`config.mk`:
```
export PLATFORM = sky130hd
export DESIGN_NAME = http_status_line_parser
export DESIGN_NICKNAME = d
export VERILOG_FILES = /design/src/rtl/hslp_pkg.sv /design/src/rtl/hslp_queue.sv /design/src/rtl/hslp_front.sv /design/src/rtl/hslp_back.sv /design/src/rtl/http_status_line_parser.sv
export SDC_FILE = /design/constraint.sdc
export NUM_CORES = 1
export LEC_CHECK = 0
export BUFFER_PORTS_ARGS = -buffer_cell sky130_fd_sc_hd__buf_2
export CORE_MARGIN = 10
export CORE_UTILIZATION = 65
export CTS_CLUSTER_SIZE = 40
export DETAILED_ROUTE_END_ITERATION = 7
export GPL_TIMING_DRIVEN = 0
export MAX_ROUTING_LAYER = met4
export PLACE_DENSITY = 0.91
export SYNTH_ARGS = -nofsm -noshare
export SYNTH_HDL_FRONTEND = slang
export SYNTH_SLANG_ARGS = --single-unit
```
`constraint.sdc`:
```
create_clock -name clock -period 16.92 [get_ports clock]
set_input_delay 1.692 -clock clock [delete_from_list [all_inputs] [get_ports clock]]
set_output_delay 1.692 -clock clock [all_outputs]
set_load 0.01 [all_outputs]
```
`src/rtl/hslp_pkg.sv`:
```
// shared types and constants for the http status line parser
// no dependencies
package hslp_pkg;

   localparam int POS_WIDTH_DEFAULT = 16;
   localparam int QUEUE_DEPTH       = 2;

   localparam logic [1:0] KIND_MORE  = 2'd0;
   localparam logic [1:0] KIND_DONE  = 2'd1;
   localparam logic [1:0] KIND_ERROR = 2'd2;

   typedef struct packed {
      logic [1:0]  kind;
      logic [9:0]  status_code;
      logic [9:0]  major;
      logic [9:0]  minor;
      logic [15:0] status_start;
      logic [15:0] line_end;
   } item_type;

   typedef struct packed {
      logic full;
      logic empty;
   } q_status_type;

endpackage

```
`src/rtl/hslp_queue.sv`:
```
// small register queue between parser front and result back end
// uses hslp_pkg for the status struct
module hslp_queue
   import hslp_pkg::*;
#(
   parameter int WIDTH = 8,
   parameter int DEPTH = 2
) (
   input  logic             clock,
   input  logic             reset,
   input  logic             wr_en,
   input  logic [WIDTH-1:0] wr_data,
   input  logic             rd_en,
   output logic [WIDTH-1:0] rd_data,
   output q_status_type     status
);

   localparam int PTR_W = $clog2(DEPTH);
   localparam int CNT_W = $clog2(DEPTH + 1);

   logic [WIDTH-1:0] mem_ff [DEPTH];
   logic [PTR_W-1:0] wr_ptr_ff, wr_ptr_in;
   logic [PTR_W-1:0] rd_ptr_ff, rd_ptr_in;
   logic [CNT_W-1:0] count_ff, count_in;

   always_comb begin
      wr_ptr_in = wr_ptr_ff;
      rd_ptr_in = rd_ptr_ff;
      count_in  = count_ff;
      if (wr_en) begin
         wr_ptr_in = (wr_ptr_ff == PTR_W'(DEPTH - 1)) ? '0 : wr_ptr_ff + 1'b1;
      end
      if (rd_en) begin
         rd_ptr_in = (rd_ptr_ff == PTR_W'(DEPTH - 1)) ? '0 : rd_ptr_ff + 1'b1;
      end
      if (wr_en && !rd_en) begin
         count_in = count_ff + 1'b1;
      end else if (rd_en && !wr_en) begin
         count_in = count_ff - 1'b1;
      end
   end

   always_ff @(posedge clock) begin
      if (reset) begin
         wr_ptr_ff <= '0;
         rd_ptr_ff <= '0;
         count_ff  <= '0;
      end else begin
         wr_ptr_ff <= wr_ptr_in;
         rd_ptr_ff <= rd_ptr_in;
         count_ff  <= count_in;
      end
   end

   always_ff @(posedge clock) begin
      if (wr_en) begin
         mem_ff[wr_ptr_ff] <= wr_data;
      end
   end

   assign rd_data      = mem_ff[rd_ptr_ff];
   assign status.full  = (count_ff == CNT_W'(DEPTH));
   assign status.empty = (count_ff == '0);

endmodule

```
`src/rtl/hslp_front.sv`:
```
// parser front end: grammar state machine, digit accumulators, offsets
// uses hslp_pkg for result codes and the item record
module hslp_front
   import hslp_pkg::*;
#(
   parameter int POS_WIDTH = POS_WIDTH_DEFAULT
) (
   input  logic       clock,
   input  logic       reset,
   input  logic       accept,
   input  logic [7:0] byte_in,
   output item_type   item
);

   localparam logic [3:0] PH_START        = 4'd0;
   localparam logic [3:0] PH_H            = 4'd1;
   localparam logic [3:0] PH_HT           = 4'd2;
   localparam logic [3:0] PH_HTT          = 4'd3;
   localparam logic [3:0] PH_HTTP         = 4'd4;
   localparam logic [3:0] PH_FIRST_MAJOR  = 4'd5;
   localparam logic [3:0] PH_MAJOR        = 4'd6;
   localparam logic [3:0] PH_FIRST_MINOR  = 4'd7;
   localparam logic [3:0] PH_MINOR        = 4'd8;
   localparam logic [3:0] PH_STATUS       = 4'd9;
   localparam logic [3:0] PH_AFTER_STATUS = 4'd10;
   localparam logic [3:0] PH_TEXT         = 4'd11;
   localparam logic [3:0] PH_ALMOST       = 4'd12;

   localparam logic [7:0] CH_H     = 8'h48;
   localparam logic [7:0] CH_T     = 8'h54;
   localparam logic [7:0] CH_P     = 8'h50;
   localparam logic [7:0] CH_SLASH = 8'h2f;
   localparam logic [7:0] CH_DOT   = 8'h2e;
   localparam logic [7:0] CH_SPACE = 8'h20;
   localparam logic [7:0] CH_CR    = 8'h0d;
   localparam logic [7:0] CH_LF    = 8'h0a;
   localparam logic [7:0] CH_ZERO  = 8'h30;
   localparam logic [7:0] CH_NINE  = 8'h39;

   localparam logic [13:0] VER_MAX = 14'd999;

   logic [3:0]           phase_ff, phase_in;
   logic [9:0]           major_ff, major_in;
   logic [9:0]           minor_ff, minor_in;
   logic [9:0]           code_ff, code_in;
   logic [1:0]           count_ff, count_in;
   logic [POS_WIDTH-1:0] pos_ff, pos_in;
   logic [POS_WIDTH-1:0] start_ff, start_in;

   logic                 is_digit;
   logic [3:0]           digit;
   logic [13:0]          major_mac, minor_mac;
   logic [9:0]           major_sat, minor_sat;
   logic [13:0]          code_mac;
   logic [1:0]           count_inc;
   logic [1:0]           kind;
   logic [POS_WIDTH-1:0] end_at;
   logic [POS_WIDTH+15:0] start_ext, end_ext;

   assign is_digit  = (byte_in >= CH_ZERO) && (byte_in <= CH_NINE);
   assign digit     = byte_in[3:0];
   assign major_mac = {4'd0, major_ff} * 14'd10 + {10'd0, digit};
   assign minor_mac = {4'd0, minor_ff} * 14'd10 + {10'd0, digit};
   assign code_mac  = {4'd0, code_ff} * 14'd10 + {10'd0, digit};
   assign major_sat = (major_mac > VER_MAX) ? VER_MAX[9:0] : major_mac[9:0];
   assign minor_sat = (minor_mac > VER_MAX) ? VER_MAX[9:0] : minor_mac[9:0];
   assign count_inc = count_ff + 2'd1;

   always_comb begin
      phase_in = phase_ff;
      major_in = major_ff;
      minor_in = minor_ff;
      code_in  = code_ff;
      count_in = count_ff;
      start_in = start_ff;
      pos_in   = pos_ff + 1'b1;
      kind     = KIND_MORE;
      end_at   = '0;
      case (phase_ff)
         PH_START: begin
            if (byte_in == CH_H) phase_in = PH_H; else kind = KIND_ERROR;
         end
         PH_H: begin
            if (byte_in == CH_T) phase_in = PH_HT; else kind = KIND_ERROR;
         end
         PH_HT: begin
            if (byte_in == CH_T) phase_in = PH_HTT; else kind = KIND_ERROR;
         end
         PH_HTT: begin
            if (byte_in == CH_P) phase_in = PH_HTTP; else kind = KIND_ERROR;
         end
         PH_HTTP: begin
            if (byte_in == CH_SLASH) phase_in = PH_FIRST_MAJOR; else kind = KIND_ERROR;
         end
         PH_FIRST_MAJOR: begin
            if (is_digit) begin
               major_in = {6'd0, digit};
               phase_in = PH_MAJOR;
            end else begin
               kind = KIND_ERROR;
            end
         end
         PH_MAJOR: begin
            if (byte_in == CH_DOT) phase_in = PH_FIRST_MINOR;
            else if (is_digit) major_in = major_sat;
            else kind = KIND_ERROR;
         end
         PH_FIRST_MINOR: begin
            if (is_digit) begin
               minor_in = {6'd0, digit};
               phase_in = PH_MINOR;
            end else begin
               kind = KIND_ERROR;
            end
         end
         PH_MINOR: begin
            if (byte_in == CH_SPACE) phase_in = PH_STATUS;
            else if (is_digit) minor_in = minor_sat;
            else kind = KIND_ERROR;
         end
         PH_STATUS: begin
            if (byte_in == CH_SPACE) begin
               phase_in = PH_STATUS;
            end else if (!is_digit) begin
               kind = KIND_ERROR;
            end else begin
               code_in  = code_mac[9:0];
               count_in = count_inc;
               if (count_inc == 2'd3) begin
                  phase_in = PH_AFTER_STATUS;
                  start_in = pos_ff - POS_WIDTH'(2);
               end
            end
         end
         PH_AFTER_STATUS: begin
            if (byte_in == CH_SPACE) phase_in = PH_TEXT;
            else if (byte_in == CH_CR) phase_in = PH_ALMOST;
            else if (byte_in == CH_LF) begin
               kind   = KIND_DONE;
               end_at = pos_ff;
            end else kind = KIND_ERROR;
         end
         PH_TEXT: begin
            if (byte_in == CH_CR) phase_in = PH_ALMOST;
            else if (byte_in == CH_LF) begin
               kind   = KIND_DONE;
               end_at = pos_ff;
            end
         end
         PH_ALMOST: begin
            if (byte_in == CH_LF) begin
               kind   = KIND_DONE;
               end_at = pos_ff - POS_WIDTH'(1);
            end else begin
               kind = KIND_ERROR;
            end
         end
         default: begin
            kind = KIND_ERROR;
         end
      endcase
      if (kind != KIND_MORE) begin
         phase_in = PH_START;
         major_in = '0;
         minor_in = '0;
         code_in  = '0;
         count_in = '0;
         pos_in   = '0;
         start_in = '0;
      end
   end

   always_ff @(posedge clock) begin
      if (reset) begin
         phase_ff <= PH_START;
         major_ff <= '0;
         minor_ff <= '0;
         code_ff  <= '0;
         count_ff <= '0;
         pos_ff   <= '0;
         start_ff <= '0;
      end else if (accept) begin
         phase_ff <= phase_in;
         major_ff <= major_in;
         minor_ff <= minor_in;
         code_ff  <= code_in;
         count_ff <= count_in;
         pos_ff   <= pos_in;
         start_ff <= start_in;
      end
   end

   assign start_ext = {16'd0, start_ff};
   assign end_ext   = {16'd0, end_at};

   always_comb begin
      item.kind         = kind;
      item.status_code  = '0;
      item.major        = '0;
      item.minor        = '0;
      item.status_start = '0;
      item.line_end     = '0;
      if (kind == KIND_DONE) begin
         item.status_code  = code_ff;
         item.major        = major_ff;
         item.minor        = minor_ff;
         item.status_start = start_ext[15:0];
         item.line_end     = end_ext[15:0];
      end
   end

endmodule

```
`src/rtl/hslp_back.sv`:
```
// result back end: version multiply-add into the result output register
// uses hslp_pkg for the item record and queue status
module hslp_back
   import hslp_pkg::*;
(
   input  logic         clock,
   input  logic         reset,
   input  item_type     item,
   input  q_status_type q_status,
   output logic         q_rd_en,
   input  logic         pop,
   output logic         empty,
   output logic [1:0]   result_kind,
   output logic [9:0]   status_code,
   output logic [19:0]  http_version,
   output logic [15:0]  status_start,
   output logic [15:0]  line_end
);

   logic        valid_ff;
   logic [1:0]  kind_ff;
   logic [9:0]  code_ff;
   logic [19:0] version_ff, version_in;
   logic [15:0] start_ff;
   logic [15:0] end_ff;

   assign q_rd_en    = !q_status.empty && (!valid_ff || pop);
   assign version_in = {10'd0, item.major} * 20'd1000 + {10'd0, item.minor};

   always_ff @(posedge clock) begin
      if (reset) begin
         valid_ff <= 1'b0;
      end else if (q_rd_en) begin
         valid_ff <= 1'b1;
      end else if (pop) begin
         valid_ff <= 1'b0;
      end
   end

   always_ff @(posedge clock) begin
      if (q_rd_en) begin
         kind_ff    <= item.kind;
         code_ff    <= item.status_code;
         version_ff <= version_in;
         start_ff   <= item.status_start;
         end_ff     <= item.line_end;
      end
   end

   assign empty        = !valid_ff;
   assign result_kind  = kind_ff;
   assign status_code  = code_ff;
   assign http_version = version_ff;
   assign status_start = start_ff;
   assign line_end     = end_ff;

endmodule

```
`src/rtl/http_status_line_parser.sv`:
```
// http status line parser top level: front end, queue, back end
// a result is queued with its byte and moves to the rsp_ output register once that is free
// throughput: one byte per cycle while req_full is low, set by the parser state update
// reset: synchronous, clears parser state and empties both the queue and the output register
// uses hslp_pkg, hslp_front, hslp_queue, hslp_back
module http_status_line_parser
   import hslp_pkg::*;
#(
   parameter int POS_WIDTH = POS_WIDTH_DEFAULT
) (
   input  logic        clock,
   input  logic        reset,
   input  logic        req_push,
   output logic        req_full,
   input  logic [7:0]  req_byte_in,
   output logic        rsp_empty,
   input  logic        rsp_pop,
   output logic [1:0]  rsp_result_kind,
   output logic [9:0]  rsp_status_code,
   output logic [19:0] rsp_http_version,
   output logic [15:0] rsp_status_start,
   output logic [15:0] rsp_line_end
);

   item_type     front_item;
   item_type     back_item;
   q_status_type q_status;
   logic         accept;
   logic         q_rd_en;

   assign req_full = q_status.full;
   assign accept   = req_push && !q_status.full;

   hslp_front #(
      .POS_WIDTH(POS_WIDTH)
   ) u_front (
      .clock  (clock),
      .reset  (reset),
      .accept (accept),
      .byte_in(req_byte_in),
      .item   (front_item)
   );

   hslp_queue #(
      .WIDTH($bits(item_type)),
      .DEPTH(QUEUE_DEPTH)
   ) u_queue (
      .clock  (clock),
      .reset  (reset),
      .wr_en  (accept),
      .wr_data(front_item),
      .rd_en  (q_rd_en),
      .rd_data(back_item),
      .status (q_status)
   );

   hslp_back u_back (
      .clock       (clock),
      .reset       (reset),
      .item        (back_item),
      .q_status    (q_status),
      .q_rd_en     (q_rd_en),
      .pop         (rsp_pop),
      .empty       (rsp_empty),
      .result_kind (rsp_result_kind),
      .status_code (rsp_status_code),
      .http_version(rsp_http_version),
      .status_start(rsp_status_start),
      .line_end    (rsp_line_end)
   );

endmodule

```
Word-level counts from Yosys, hierarchy flattened

Memory sizes are Yosys's and may differ from the RTL's. A register that Yosys moved wholly into a read port is not among the register bits.
Cells that the tools add are included.
Widths: inputs -> output; s select.

Bits in registers: 137
Word-level logic and storage cells: 176
Memories: 1
Input bits: 12
RAM bits: 128

Equal/unequal tests: 39
$lt $le $gt $ge: 4
Reductions and logical operators: 30
Add/subtract/negate cells: 12
Muxes and demuxes: 70
Multiply operators: 4

Memory list:

| name           | words | bits a word | read ports | clocked after memory_dff | wr ports | line             | RTL |
|---|---|---|---|---|---|---|---|
| u_queue.mem_ff | 2     | 64          | 1          | 1                        | 1        | hslp_queue.sv:21 | `logic [WIDTH-1:0] mem_ff [DEPTH];` |

Operators by type and width:

| cell                  | number |
|---|---|
| $mux 16               | 10 |
| $mux 10               | 13 |
| $mux 62               | 1 |
| $mux 4                | 15 |
| $pmux 16 s3           | 1 |
| $pmux 4 s12           | 1 |
| $pmux 10 s2           | 2 |
| $mux 2                | 17 |
| $ne 3x1->1 const B    | 11 |
| $add 14x4->14         | 2 |
| $gt 14x10->1 const B  | 2 |
| $mul 10x3->13 const B | 2 |
| $eq 8x6->1 const B    | 3 |
| $eq 8x7->1 const B    | 3 |
| $add 20x10->20        | 1 |
| $eq 4x4->1 const B    | 5 |
| $pmux 2 s10           | 1 |
| $mul 10x7->17 const B | 1 |
| $add 16x1->16 const B | 1 |
| $eq 4x3->1 const B    | 4 |
| $eq 8x4->1 const B    | 2 |
| $sub 16x1->16 const B | 1 |
| $sub 16x2->16 const B | 1 |
| $reduce_and 5->1      | 3 |
| other kinds (26)      | 56 |

Depth between registers and ports, before layout

Word-level depth: 8
Depth in mapped cells: 21

Cells and area by module

From an unflattened synthesis, not the netlist that was laid out.

Cells, all modules: 1,377
Area, all modules: 15,447.3 µm²

By module, submodules not included:

| module                  | instances | area each (µm²) | cells each | seq. area each (µm²) |
|---|---|---|---|---|
| hslp_front              | 1         | 6,388.6         | 837        | 1,361.3 |
| hslp_queue              | 1         | 4,847.1         | 221        | 3,943.8 |
| hslp_back               | 1         | 4,197.8         | 318        | 1,941.9 |
| http_status_line_parser | 1         | 13.8            | 1          | 0.0 |

Worst setup path after synthesis

Ideal clock, no wire load.

Kind: flip-flop to flip-flop
From: reg (tool-made name)
To: reg u_back.version_ff[18] (netlist: u_back.http_version[18]) (data pin)
Arrival time: 5,489 ps
Path slack: 11,167 ps
Stages on the path, launching flop included: 20
Data required time: 16,656 ps
Buffers on the path: 2
Cell sequence: dfxtp_1 -> clkbuf_1 -> clkbuf_1 -> mux2i_1 -> inv_1 -> fa_1 -> fa_1 -> inv_1 -> fa_1 -> fa_1 -> inv_1 -> ha_1 -> xnor2_1 -> ha_1 -> and3_1 -> a21oi_1 -> and3b_1 -> nand3_1 -> nor4_1 -> xnor2_1

RTL lines:

| element                | line            | RTL |
|---|---|---|
| end signal: assignment | hslp_back.sv:44 | `version_ff <= version_in;` |
| end: declaration       | hslp_back.sv:23 | `logic [19:0] version_ff, version_in;` |

==> metrics.csv <==
metric;value;unit
status;finished, final reports clean;
Post-synth EDFFs;192;
filler instances;1389;
RSZ-0062 raised after global routing;false;
CTS buffer count;26;
GRT Total Usage;0.241;
Worst-path clk slew;0.07;ns
post-synthesis async set-or-reset flop share;0;
Worst EP arrival;7.32;ns
drc violations;0;
Max-slew headroom;0.348;
ratio of final minimum period to clock period;0.417;
Post-CTS Setup Bufs;0;
Post-Route WL;35200;µm
Via density;6.31;
hold buffer count at cts;0;
initial antenna violation count;0;
Synth area leaders;edfxtp_1 (38%), dfxtp_1 (9.9%), ha_1 (9.3%);
clk sinks;266;
Die X;172;µm
register area;7250;µm²
n_diodes;0;
largest area contributor in the netlist;edfxtp_1;
Avg Synthesized Cell Area;11.2;µm²
vias in the first global route;10900;
Worst Hold Slack;0.480;ns
GRT overflow;0;
Post-Synthesis Cell Area;15000;µm²
final setup vio count;0;
Startpoint Class;flop;
layout net count;1611;
Post-synth top cells;edfxtp_1 (192), ha_1 (111), nand2_1 (97), nor2_1 (91), inv_1 (88);
reg2reg path depth;19;
Worst-Skew Late Latency;0.54;ns
Worst Path Required;17.19;ns
Buffers on Ports;76;
root buffer cell;clkbuf_16;
post-CTS resize count;0;
Final Skew;0.0117;ns
flop-to-flop setup slack;9.87;ns
Cells after Synth;1344;
# rows;55;
CP Max Fanout;10;
Synth top area share;0.385;
HPWL after detailed placement;24000;µm
CTS tree;yes;
layout cells sized above 1;0.137;
crit path kind;reg2reg;
Initial Util;0.662;
DRT Pass-1 Iters;7;
Hold Path Class;reg2reg;
Post-DP Area;15800;µm²
Worst setup endpoint;u_back.http_version[19];
Seq cells post-synth;266;
Yosys cell types;72;
CTS H-Tree Depth;1;
min Tclk post-route;7.05;ns
post-synthesis sequential area ratio;0.483;
total die area;29500;µm²
# IOs;78;
commonest register cell after synthesis;edfxtp_1;
Syn Nets;1504;
largest net degree at the start of global routing;65;
first-iteration detailed-routing DRC count;1438;
CP Capture Type;flop;
Final ANT Viol Nets;0;
routability cong.;0.936;
Slew Limit Fails;0;
Inst Count DP;1708;
Via Count;11100;
final hold vios;0;
DR WL/cell;20.0;µm
Die Y;172;µm
post-route cell area;16700;µm²
Setup TNS;0;ns
Max Cap Viol;0;
core area;22600;µm²
worst-margin pin slew;0.964;ns
multi-input logic area;7220;µm²
Max clock buf depth;3;
area delta synth->final;11.6;%
count leader, synth;edfxtp_1;
fin cells;1756;
Max Freq;0.142;GHz
Reg2Reg Capture Point;u_back.http_version[19];
synth warn;0;
first-pass GRT wire length;55900;µm
-- layer usage --
metal	track usage	part of all wire
met2	0.388	0.48
met1	0.304	0.40
met3	0.0413	0.091
met5	-	0
met4	0.0813	0.032
-- kinds of logic after synthesis --
| kind of cell | count (synthesis) | share of synthesized area |
|---|---|---|
| muxes | 69 | 0.0508 |
| DFF | 266 | 0.483 |
| xor gates and xnor gates | 94 | 0.0549 |
| adders and majority gates | 148 | 0.142 |
| AOI/OAI and AO/OA | 223 | 0.0974 |
| buffers and inverters | 142 | 0.0360 |
| and+or+nand+nor | 402 | 0.136 |
-- through the flow --
step                      utilization  setup slack (ns)
after floorplan                     -             11.17
after global placement          0.695             10.07
after detailed placement        0.698             10.15
after CTS                       0.739              9.96
after global routing            0.739              9.62
final                           0.739              9.87
-- critical path, cell delays in order, from the launching register on --
cell and delay (ns):
dfxtp_1 0.33, clkbuf_1 0.53, clkbuf_1 0.65, mux2i_1 0.64
inv_1 0.26, fa_1 0.58, fa_1 0.55, inv_1 0.08
fa_1 0.49, fa_1 0.51, inv_1 0.04, ha_1 0.34
o21a_1 0.14, a21boi_0 0.30, o21ai_0 0.14, a31oi_1 0.39
and3_1 0.25, nand2_1 0.09, nor4bb_1 0.35, xnor2_1 0.12
-- cell usage in the layout (no fill, tap or decap), types with 12 or more instances in the layout --
cell and n:
mux2_2 57, ha_1 111, xnor2_1 60, edfxtp_1 192, inv_1 87, nand2_1 97, nand3_1 54, fa_1 37
and2_1 50, nor2_1 90, xor2_1 34, clkbuf_16 26, dfxtp_1 74, a21oi_1 80, mux2i_1 12, clkbuf_1 40
a21o_1 17, o21ai_0 32, nor3_1 21, buf_2 81
-- area by class of cell --
cell class	count	area share
sequential	266	0.433
multi-input combinational	936	0.431
clock buffer	28	0.0405
timing repair buffer	79	0.0268
tap	285	0.0213
inverter	89	0.0200
clock inverter	20	0.0149
buffer	53	0.0123
-- worst min path at each step --
stage                          from              endpoint  slack (ns)  cells past startpoint
4_1_cts         u_front.start_ff[8]   u_front.start_ff[8]        0.47                      2
5_1_grt        u_front.start_ff[15]  u_front.start_ff[15]        0.49                      2
2_1_floorplan  u_front.start_ff[12]  u_front.start_ff[12]        0.42                      1
6_report        u_front.start_ff[8]   u_front.start_ff[8]        0.48                      2
3_3_place_gp    u_front.start_ff[3]   u_front.start_ff[3]        0.44                      2
3_5_place_dp    u_front.start_ff[1]   u_front.start_ff[1]        0.45                      2
-- sequential cells by signal (all words and copies together) (netlist names), named ones only --
register	cells
u_queue.mem_ff	128
u_back.status_start	16
u_queue.rd_ptr_ff	1
u_front.phase_ff	4
u_back.result_kind	2
u_queue.count_ff	2
u_front.count_ff	2
u_front.code_ff	10
u_back.http_version	20
u_front.start_ff	16
u_front.major_ff	10
u_back.valid_ff	1
u_back.status_code	10
u_queue.wr_ptr_ff	1
u_front.minor_ff	10
u_back.line_end	16
u_front.pos_ff	16
Power is not shown: default switching activity piles up to over one toggle a cycle in this logic, so the estimate is an artifact.
